**config.mk**
```make
export PLATFORM = sky130hd
export DESIGN_NAME = up_counting_pwm_timer_flat
export DESIGN_NICKNAME = d
export VERILOG_FILES = /design/src/rtl/core/tmr_pkg.sv /design/src/rtl/core/tmr_req_if.sv /design/src/rtl/core/tmr_rsp_if.sv /design/src/rtl/core/tmr_core.sv /design/src/rtl/core/up_counting_pwm_timer.sv /design/src/flat_wrapper.sv
export VERILOG_INCLUDE_DIRS = /design/src /design/src/rtl/core
export SDC_FILE = /design/constraint.sdc
export NUM_CORES = 1
export LEC_CHECK = 0
export ABC_AREA = 1
export BUFFER_PORTS_ARGS = -buffer_cell sky130_fd_sc_hd__buf_2
export CAP_MARGIN = 20
export CORE_ASPECT_RATIO = 0.7
export CORE_UTILIZATION = 35
export CTS_CLUSTER_SIZE = 12
export DETAILED_ROUTE_END_ITERATION = 12
export MAX_ROUTING_LAYER = met4
export PLACE_DENSITY = 0.49
export SLEW_MARGIN = 10
export SYNTH_ARGS = -nofsm -noshare
export SYNTH_HDL_FRONTEND = slang
export SYNTH_SLANG_ARGS = --single-unit
export TNS_END_PERCENT = 100
```
**constraint.sdc**
```tcl
create_clock -name clk -period 3.2 [get_ports clk]
set_input_delay 0.32 -clock clk [delete_from_list [all_inputs] [get_ports clk]]
set_output_delay 0.32 -clock clk [all_outputs]
set_load 0.005 [all_outputs]
```
**src/rtl/core/assert_macros.svh**
```systemverilog
// Assertion macros shared by the timer RTL; clk and rst are taken from the using scope.
`ifndef ASSERT_MACROS_SVH
`define ASSERT_MACROS_SVH

`ifndef ASSERT_OFF
// Checked only outside reset.
`define TMR_ASSERT(label, prop, msg) \
  label: assert property (@(posedge clk) disable iff (rst) prop) else $error(msg);
// Checked at every edge, reset included.
`define TMR_ASSERT_ALWAYS(label, prop, msg) \
  label: assert property (@(posedge clk) prop) else $error(msg);
`else
`define TMR_ASSERT(label, prop, msg)
`define TMR_ASSERT_ALWAYS(label, prop, msg)
`endif

`endif

```
**src/rtl/core/tmr_pkg.sv**
```systemverilog
// Shared types and constants for the up-counting PWM timer.
package tmr_pkg;

  localparam int CMD_W  = 2;
  localparam int ADDR_W = 4;
  localparam int DATA_W = 16;

  // Item commands
  localparam logic [CMD_W-1:0] CMD_TICK  = 2'd0;
  localparam logic [CMD_W-1:0] CMD_WRITE = 2'd1;
  localparam logic [CMD_W-1:0] CMD_READ  = 2'd2;

  // Register map
  localparam logic [ADDR_W-1:0] REG_CTRL     = 4'd0;
  localparam logic [ADDR_W-1:0] REG_STATUS   = 4'd1;
  localparam logic [ADDR_W-1:0] REG_EVENT    = 4'd2;
  localparam logic [ADDR_W-1:0] REG_CMP_MODE = 4'd3;
  localparam logic [ADDR_W-1:0] REG_CH_EN    = 4'd4;
  localparam logic [ADDR_W-1:0] REG_COUNT    = 4'd5;
  localparam logic [ADDR_W-1:0] REG_PSC      = 4'd6;
  localparam logic [ADDR_W-1:0] REG_RELOAD   = 4'd7;
  localparam logic [ADDR_W-1:0] REG_COMPARE  = 4'd8;
  localparam logic [ADDR_W-1:0] REG_MAIN_OUT = 4'd9;

  // Bit positions
  localparam int CTRL_EN_BIT   = 0;
  localparam int CTRL_ARPE_BIT = 7;
  localparam int UIF_BIT       = 0;
  localparam int UG_BIT        = 0;
  localparam int CMP_PE_BIT    = 3;
  localparam int MODE_LSB      = 4;
  localparam int CH_EN_BIT     = 0;
  localparam int MOE_BIT       = 15;

  // Compare modes
  localparam logic [2:0] MODE_PWM1 = 3'd6;
  localparam logic [2:0] MODE_PWM2 = 3'd7;

  typedef struct packed {
    logic [CMD_W-1:0]  command;
    logic [ADDR_W-1:0] reg_addr;
    logic [DATA_W-1:0] write_data;
  } item_t;

  typedef struct packed {
    logic [DATA_W-1:0] read_data;
    logic              pwm_out;
    logic              update_flag;
  } result_t;

endpackage

```
**src/rtl/core/tmr_req_if.sv**
```systemverilog
// Request channel: one tick, register write or register read per transfer.
interface tmr_req_if;
  import tmr_pkg::*;

  logic              valid;
  logic              ready;
  logic [CMD_W-1:0]  command;
  logic [ADDR_W-1:0] reg_addr;
  logic [DATA_W-1:0] write_data;

  modport source (output valid, command, reg_addr, write_data, input ready);
  modport sink   (input valid, command, reg_addr, write_data, output ready);
endinterface

```
**src/rtl/core/tmr_rsp_if.sv**
```systemverilog
// Response channel: read data and output levels after each request.
interface tmr_rsp_if;
  import tmr_pkg::*;

  logic              valid;
  logic              ready;
  logic [DATA_W-1:0] read_data;
  logic              pwm_out;
  logic              update_flag;

  modport source (output valid, read_data, pwm_out, update_flag, input ready);
  modport sink   (input valid, read_data, pwm_out, update_flag, output ready);
endinterface

```
**src/rtl/core/tmr_core.sv**
```systemverilog
// Timer state, register bank and single-pass next-state / result logic.
`include "assert_macros.svh"

module tmr_core #(
  parameter int COUNTER_WIDTH = 16
) (
  input  logic             clk,
  input  logic             rst,
  input  logic             step,
  input  tmr_pkg::item_t   item,
  output tmr_pkg::result_t result
);
  import tmr_pkg::*;

  localparam int W = COUNTER_WIDTH;

  // Control bits
  logic counter_enable, counter_enable_next;
  logic reload_preload_on, reload_preload_on_next;
  logic update_pending, update_pending_next;
  logic [2:0] compare_mode, compare_mode_next;
  logic compare_preload_on, compare_preload_on_next;
  logic channel_enable, channel_enable_next;
  logic main_output_enable, main_output_enable_next;

  // Counts and their written / active copies
  logic [W-1:0] count_value, count_value_next;
  logic [W-1:0] prescale_count, prescale_count_next;
  logic [W-1:0] prescaler_written, prescaler_written_next;
  logic [W-1:0] prescaler_active, prescaler_active_next;
  logic [W-1:0] reload_written, reload_written_next;
  logic [W-1:0] reload_active, reload_active_next;
  logic [W-1:0] compare_written, compare_written_next;
  logic [W-1:0] compare_active, compare_active_next;

  logic [W+DATA_W-1:0] wd_ext;
  logic [W-1:0]        wd;
  logic [W+DATA_W-1:0] rd_ext;
  logic                do_update;
  logic [DATA_W-1:0]   rd;
  logic                below;
  logic                level;

  // Write data resized to the counter width
  assign wd_ext = {{W{1'b0}}, item.write_data};
  assign wd     = wd_ext[W-1:0];

  // Next state
  always_comb begin
    counter_enable_next     = counter_enable;
    reload_preload_on_next  = reload_preload_on;
    update_pending_next     = update_pending;
    compare_mode_next       = compare_mode;
    compare_preload_on_next = compare_preload_on;
    channel_enable_next     = channel_enable;
    main_output_enable_next = main_output_enable;
    count_value_next        = count_value;
    prescale_count_next     = prescale_count;
    prescaler_written_next  = prescaler_written;
    prescaler_active_next   = prescaler_active;
    reload_written_next     = reload_written;
    reload_active_next      = reload_active;
    compare_written_next    = compare_written;
    compare_active_next     = compare_active;
    do_update               = 1'b0;

    case (item.command)
      CMD_TICK: begin
        if (counter_enable) begin
          if (prescale_count != prescaler_active) begin
            prescale_count_next = prescale_count + 1'b1;
          end else begin
            prescale_count_next = '0;
            if (count_value == reload_active) begin
              do_update = 1'b1;
            end else begin
              count_value_next = count_value + 1'b1;
            end
          end
        end
      end
      CMD_WRITE: begin
        case (item.reg_addr)
          REG_CTRL: begin
            counter_enable_next    = item.write_data[CTRL_EN_BIT];
            reload_preload_on_next = item.write_data[CTRL_ARPE_BIT];
          end
          REG_STATUS: begin
            if (!item.write_data[UIF_BIT]) update_pending_next = 1'b0;
          end
          REG_EVENT: begin
            do_update = item.write_data[UG_BIT];
          end
          REG_CMP_MODE: begin
            compare_mode_next       = item.write_data[MODE_LSB +: 3];
            compare_preload_on_next = item.write_data[CMP_PE_BIT];
          end
          REG_CH_EN: begin
            channel_enable_next = item.write_data[CH_EN_BIT];
          end
          REG_COUNT: begin
            count_value_next = wd;
          end
          REG_PSC: begin
            prescaler_written_next = wd;
          end
          REG_RELOAD: begin
            reload_written_next = wd;
            if (!reload_preload_on) reload_active_next = wd;
          end
          REG_COMPARE: begin
            compare_written_next = wd;
            if (!compare_preload_on) compare_active_next = wd;
          end
          REG_MAIN_OUT: begin
            main_output_enable_next = item.write_data[MOE_BIT];
          end
          default: begin
          end
        endcase
      end
      default: begin
      end
    endcase

    // Update event: restart counts, load shadows, raise flag
    if (do_update) begin
      count_value_next      = '0;
      prescale_count_next   = '0;
      prescaler_active_next = prescaler_written;
      reload_active_next    = reload_written;
      compare_active_next   = compare_written;
      update_pending_next   = 1'b1;
    end
  end

  // Read mux (state is unchanged by a read)
  always_comb begin
    rd = '0;
    rd_ext = '0;
    if (item.command == CMD_READ) begin
      case (item.reg_addr)
        REG_CTRL: begin
          rd[CTRL_EN_BIT]   = counter_enable;
          rd[CTRL_ARPE_BIT] = reload_preload_on;
        end
        REG_STATUS: rd[UIF_BIT] = update_pending;
        REG_CMP_MODE: begin
          rd[MODE_LSB +: 3] = compare_mode;
          rd[CMP_PE_BIT]    = compare_preload_on;
        end
        REG_CH_EN:    rd[CH_EN_BIT] = channel_enable;
        REG_COUNT: begin
          rd_ext = {{DATA_W{1'b0}}, count_value};
          rd     = rd_ext[DATA_W-1:0];
        end
        REG_PSC: begin
          rd_ext = {{DATA_W{1'b0}}, prescaler_written};
          rd     = rd_ext[DATA_W-1:0];
        end
        REG_RELOAD: begin
          rd_ext = {{DATA_W{1'b0}}, reload_written};
          rd     = rd_ext[DATA_W-1:0];
        end
        REG_COMPARE: begin
          rd_ext = {{DATA_W{1'b0}}, compare_written};
          rd     = rd_ext[DATA_W-1:0];
        end
        REG_MAIN_OUT: rd[MOE_BIT] = main_output_enable;
        default: rd = '0;
      endcase
    end
  end

  // PWM level from the state after this item
  always_comb begin
    below = count_value_next < compare_active_next;
    case (compare_mode_next)
      MODE_PWM1: level = below;
      MODE_PWM2: level = !below;
      default:   level = 1'b0;
    endcase
  end

  assign result.read_data   = rd;
  assign result.pwm_out     = level & channel_enable_next & main_output_enable_next;
  assign result.update_flag = update_pending_next;

  // State registers
  always_ff @(posedge clk) begin
    if (rst) begin
      counter_enable     <= 1'b0;
      reload_preload_on  <= 1'b0;
      update_pending     <= 1'b0;
      compare_mode       <= '0;
      compare_preload_on <= 1'b0;
      channel_enable     <= 1'b0;
      main_output_enable <= 1'b0;
      count_value        <= '0;
      prescale_count     <= '0;
      prescaler_written  <= '0;
      prescaler_active   <= '0;
      reload_written     <= '1;
      reload_active      <= '1;
      compare_written    <= '0;
      compare_active     <= '0;
    end else if (step) begin
      counter_enable     <= counter_enable_next;
      reload_preload_on  <= reload_preload_on_next;
      update_pending     <= update_pending_next;
      compare_mode       <= compare_mode_next;
      compare_preload_on <= compare_preload_on_next;
      channel_enable     <= channel_enable_next;
      main_output_enable <= main_output_enable_next;
      count_value        <= count_value_next;
      prescale_count     <= prescale_count_next;
      prescaler_written  <= prescaler_written_next;
      prescaler_active   <= prescaler_active_next;
      reload_written     <= reload_written_next;
      reload_active      <= reload_active_next;
      compare_written    <= compare_written_next;
      compare_active     <= compare_active_next;
    end
  end

  // Checks
  `TMR_ASSERT(a_hold_when_idle,
    !step |=> $stable(count_value) && $stable(prescale_count),
    "counts moved without a transfer")
  `TMR_ASSERT(a_disabled_tick,
    step && item.command == CMD_TICK && !counter_enable |=>
      $stable(count_value) && $stable(update_pending),
    "disabled counter advanced")
  `TMR_ASSERT(a_event_sets_flag,
    step && item.command == CMD_WRITE && item.reg_addr == REG_EVENT &&
      item.write_data[UG_BIT] |=>
      update_pending && count_value == '0 && prescale_count == '0,
    "update event not taken")
  `TMR_ASSERT(a_flag_clear,
    step && item.command == CMD_WRITE && item.reg_addr == REG_STATUS &&
      !item.write_data[UIF_BIT] |=> !update_pending,
    "update flag not cleared")

endmodule

```
**src/rtl/core/up_counting_pwm_timer.sv**
```systemverilog
// Top level of the up-counting PWM timer: input register, core and output register.
//
// Up-counting timer with one PWM channel behind a 10-register bank. Each request is
// a tick, a register write or a register read, and each produces exactly one response
// with the read data (zero unless a read), the PWM output level and the update flag as
// they stand after that request. The block takes one request per clock sustained while the
// response side keeps rsp.ready high; back-pressure there stalls the input register. Each
// request passes through the input register and then the output register, with the single
// pass of next-state logic between them. COUNTER_WIDTH sizes the count, prescaler, reload and compare
// registers; writes are zero-extended or truncated to it and reads return its low 16 bits.
`include "assert_macros.svh"

module up_counting_pwm_timer #(
  parameter int COUNTER_WIDTH = 16
) (
  input logic       clk,
  input logic       rst,
  tmr_req_if.sink   req,
  tmr_rsp_if.source rsp
);
  import tmr_pkg::*;

  logic    in_valid;
  item_t   in_item;
  logic    out_valid;
  result_t out_result;
  result_t core_result;
  logic    advance;

  // Move the held request into the core when the output slot is free
  assign advance   = in_valid && (!out_valid || rsp.ready);
  assign req.ready = !in_valid || advance;

  // Input register
  always_ff @(posedge clk) begin
    if (rst) begin
      in_valid <= 1'b0;
    end else if (req.ready) begin
      in_valid <= req.valid;
    end
  end

  always_ff @(posedge clk) begin
    if (req.valid && req.ready) begin
      in_item.command    <= req.command;
      in_item.reg_addr   <= req.reg_addr;
      in_item.write_data <= req.write_data;
    end
  end

  tmr_core #(
    .COUNTER_WIDTH(COUNTER_WIDTH)
  ) u_core (
    .clk    (clk),
    .rst    (rst),
    .step   (advance),
    .item   (in_item),
    .result (core_result)
  );

  // Output register
  always_ff @(posedge clk) begin
    if (rst) begin
      out_valid <= 1'b0;
    end else if (advance) begin
      out_valid <= 1'b1;
    end else if (rsp.ready) begin
      out_valid <= 1'b0;
    end
  end

  always_ff @(posedge clk) begin
    if (advance) begin
      out_result <= core_result;
    end
  end

  assign rsp.valid       = out_valid;
  assign rsp.read_data   = out_result.read_data;
  assign rsp.pwm_out     = out_result.pwm_out;
  assign rsp.update_flag = out_result.update_flag;

  // Checks
  `TMR_ASSERT(a_no_overwrite, out_valid && !rsp.ready |-> !advance, "response overwritten")
  `TMR_ASSERT(a_held_request, in_valid && !advance |=> in_valid && $stable(in_item), "held request lost")
  `TMR_ASSERT_ALWAYS(a_reset_empty, rst |=> !in_valid && !out_valid, "pipeline not empty after reset")

endmodule
```
**src/flat_wrapper.sv**
```systemverilog
// flat-port wrapper written by rule: the top's interface ports become plain ports
module up_counting_pwm_timer_flat import tmr_pkg::*;
#(
  parameter int COUNTER_WIDTH = 16
)
  (clk, rst, req_valid, req_command, req_reg_addr, req_write_data, req_ready, rsp_valid, rsp_read_data, rsp_pwm_out, rsp_update_flag, rsp_ready);
  tmr_req_if req_i ();
  tmr_rsp_if rsp_i ();
  input logic clk;
  input logic rst;
  input wire logic [$bits(req_i.valid)-1:0] req_valid;
  input wire logic [$bits(req_i.command)-1:0] req_command;
  input wire logic [$bits(req_i.reg_addr)-1:0] req_reg_addr;
  input wire logic [$bits(req_i.write_data)-1:0] req_write_data;
  output wire logic [$bits(req_i.ready)-1:0] req_ready;
  output wire logic [$bits(rsp_i.valid)-1:0] rsp_valid;
  output wire logic [$bits(rsp_i.read_data)-1:0] rsp_read_data;
  output wire logic [$bits(rsp_i.pwm_out)-1:0] rsp_pwm_out;
  output wire logic [$bits(rsp_i.update_flag)-1:0] rsp_update_flag;
  input wire logic [$bits(rsp_i.ready)-1:0] rsp_ready;
  assign req_i.valid = req_valid;
  assign req_i.command = req_command;
  assign req_i.reg_addr = req_reg_addr;
  assign req_i.write_data = req_write_data;
  assign req_ready = req_i.ready;
  assign rsp_valid = rsp_i.valid;
  assign rsp_read_data = rsp_i.read_data;
  assign rsp_pwm_out = rsp_i.pwm_out;
  assign rsp_update_flag = rsp_i.update_flag;
  assign rsp_i.ready = rsp_ready;
  up_counting_pwm_timer #(.COUNTER_WIDTH(COUNTER_WIDTH)) u_core (.clk(clk), .rst(rst), .req(req_i), .rsp(rsp_i));
endmodule
```
==> results.toml <==
[outcome]
status = "finished, violations left"
violations = "setup timing"

[logic_synthesis]
syn_inst = 1255
ys.flop_type = "dfxtp_1"
synth_top_area_cell = "dfxtp_1"
synthMuxAreaShare_pct = 0
synth_edf_count = 40
synthAdderAreaFrac_pct = 2.28
syn_avg_cell_area_um2 = 7.44
synth_top_family_by_area = "compound AO/OA/AOI/OAI gates"
async_flop_share_pct = 0
synthSimpleGateAreaFrac_pct = 20.0
synth_area_um2 = 9340
ys_ff_latch = 179
yosys_warnings = 0
synth_top_area_share_pct = 29.8
synth_compound_area_share_pct = 23.8
synth_nets = 1298
synth_xor_area_share_pct = 1.22
ys_types = 51
yosysSeqAreaShare_pct = 42.7
synth_area_leaders = "dfxtp_1 (30%), edfxtp_1 (13%), nand2_1 (11%), o21ai_0 (6.6%), inv_1 (6.3%)"

[grt]
grt_pass1_vias = 8284
track_usage_pct = 24.5
antenna_found_initial = 0
overflow = 0
grt_pass1_wl_mm = 48.7
grt_max_degree = 76

[timing]
fin_ws_ns = -0.139
slew-limit-headroom_pct = 29.2
skew_ns = 0.0133
drv_slew = 0
timing.final.crit_share_pct = 104
fin_crit_ns = 3.34
whs_ns = 0.0321
final-setup-viol-count = 1
hold_viol = 0
setup_tns_ns = -0.139
rsz0062_at_grt = "true"
tightestPinTransition_ns = 1.05
max_freq_mhz = 300

[floorplanning]
core_region_area_um2 = 25900
io_pins = 46
die_area_um2 = 27300
fp.dieH_um = 139
initial_core_util_pct = 36.0
rows = 49
die_w_um = 197

[setup_path]
worstSetupStartpointType = "flop"
timing_worst_setup_path_type = "flop to flop"
crit_fanout = 7
slowest_stage = "edfxtp_1"
critPathTopFamily = "simple AND/OR/NAND/NOR gates"
worstReg2RegEnd = "u_core.rsp.pwm_out"
cp-end-kind = "flop"
worstRegToRegCells = 18
crit_chain = "nor2_4, inv_2, nor4_1, buf_4, o21bai_4, buf_4, a221oi_1, o21ai_1, inv_1, ha_1, a21oi_1, nor2_2, a211oi_2, nand2_1, nand2_2, nand3_2, nand2_1, nor2_1"
max_stage_delay_ns = 0.55
r2r_slack_ns = -0.14
arrival_ns = 3.55
r2r_start = "u_core.in_item[21]"
crit_buf_inv = 4
worstPathRequired_ns = 3.41

[placed_design]
hpwl_mm = 23.6
dpl_worst_slack_ns = -0.143
portBuffers = 45
place_congestion = 0.963

[layout]
areaGrowthSynthToFinish_pct = 26.4
layout_common_cells = "nand2_1 (257), buf_4 (160), inv_1 (147)"
top_register = "u_core.in_item"
nets = 1462
layout-drive-gt1-share_pct = 25.2
antenna_cells = 0
final_common_cell = "nand2_1"
largest_reg_flops = 22

[clock_tree]
tritoncts.num_buffers = 17
worstSkewPairLatency_ns = 0.46
cts_sinks = 179
cts_buffer_depth = 2
h-tree-depth = 4
cts_tree = "built"
path_clk_slew_ns = 0.08
root_buffer = "clkbuf_16"

[power_and_ir_drop]
p_total_w = 0.00528
pwr_density_cell_nw_per_um2 = 448
ir_worst_vdd_v = 0.000345
p_leak_nw = 5.18

[worst_hold_path]
holdPathEnd = "u_core.in_item[1]"
hold_depth = 1
min_from = "req_write_data[1]"
hp-class = "input pin to flop"

[routing]
route.vias.total = 9111
drtPass1Iterations = 5
drt_iter0_drc = 719
wirelength_mm = 31.8
post-route-drc-count = 0
routedWlPerCell_um = 17.8
via_per_inst = 5.09
ant_nets = 0

[run]
max-cap-violations = 0
Yosys cell counts (2+ instances only):
cell type,n
a211oi_1,13
xnor2_1,4
o221a_2,2
nor2_4,7
nand2_2,9
buf_6,2
o211ai_1,74
edfxtp_1,40
nand2_1,273
nand3_1,27
and3_1,2
inv_2,21
a31oi_1,9
or2_2,2
a221oi_1,18
o22ai_1,6
o21ai_2,2
nand3_2,3
a211oi_2,2
nand4_1,6
clkbuf_1,46
xor2_1,9
nor3_1,14
a21oi_1,93
buf_2,13
ha_1,17
o21ai_1,10
inv_1,156
nor2_2,7
o21ai_0,123
dfxtp_1,139
nor2_1,87
what timing repair did:
action,in CTS,in global routing
endpoints found under the setup margin,1,1
pin swaps,0,39
setup buffers,0,8
resized for setup,1,63
hold buffers,0,0
cloned,0,0
per-stage QoR:
stage                     area [um^2]  utilization (%)  cells
final                           11800             45.5   1789
after detailed placement        10900             42.2   1749
after global routing            11800             45.5   1789
after global placement          10900             42.2   1749
after CTS                       11500             44.5   1781
after floorplan                  9340                -   1255
worst register-to-register path, stage by stage (launching register included):
cell and delay, ns:
edfxtp_1 0.55, nor2_4 0.18, inv_2 0.04, nor4_1 0.25, buf_4 0.16, o21bai_4 0.13, buf_4 0.19, a221oi_1 0.06
o21ai_1 0.19, inv_1 0.11, ha_1 0.32, a21oi_1 0.16, nor2_2 0.06, a211oi_2 0.18, nand2_1 0.17, nand2_2 0.14
nand3_2 0.08, nand2_1 0.10, nor2_1 0.04
power breakdown:
| group | internal (W) | switching, W | leakage, nW |
|---|---|---|---|
| Clock | 0.00122 | 0.000972 | 0.304 |
| Sequential | 0.00238 | 0.0000545 | 1.51 |
| Combinational | 0.000268 | 0.000392 | 3.36 |
| Total | 0.00387 | 0.00142 | 5.18 |
metal layers:
layer  wire [um]  track usage [%]  up-vias  part of all wire [%]
met5           0                -        -                     0
met4         425             5.59        0                   1.3
met3        2640             7.03       30                   8.3
met2       13200             34.3      292                    42
met1       15500             34.6     4238                    49
li1            -                -     4551                     -
cell type report:
class                      count  area [um^2]
inverter                     178          671
fill                        2654        14100
multi-input combinational    835         4600
clock buffer                  19          458
timing repair buffer         208         1490
clock inverter                13          144
sequential                   179         4000
tap                          357          447
kinds of logic after synthesis:
kind of cell / Yosys count
xor gates and xnor gates: 13
DFF: 179
adders and majority gates: 17
AOI/OAI and AO/OA: 364
buffers and inverters: 241
and+or+nand+nor: 441
how the worst max path moves through the flow:
stage / from / endpoint / slack [ns] / cells after the start
after floorplan: u_core.u_core.prescale_count[11] / u_core.rsp.pwm_out / 0.15 / 23
after CTS: u_core.u_core.prescale_count[5] / u_core.rsp.pwm_out / -0.11 / 24
after global placement: u_core.u_core.prescale_count[5] / u_core.rsp.pwm_out / -0.13 / 24
after detailed placement: u_core.u_core.prescale_count[5] / u_core.rsp.pwm_out / -0.14 / 24
after global routing: u_core.u_core.prescale_count[3] / u_core.rsp.pwm_out / -0.35 / 25
final: u_core.in_item[21] / u_core.rsp.pwm_out / -0.14 / 18
Power figures use the tool's default switching activity.
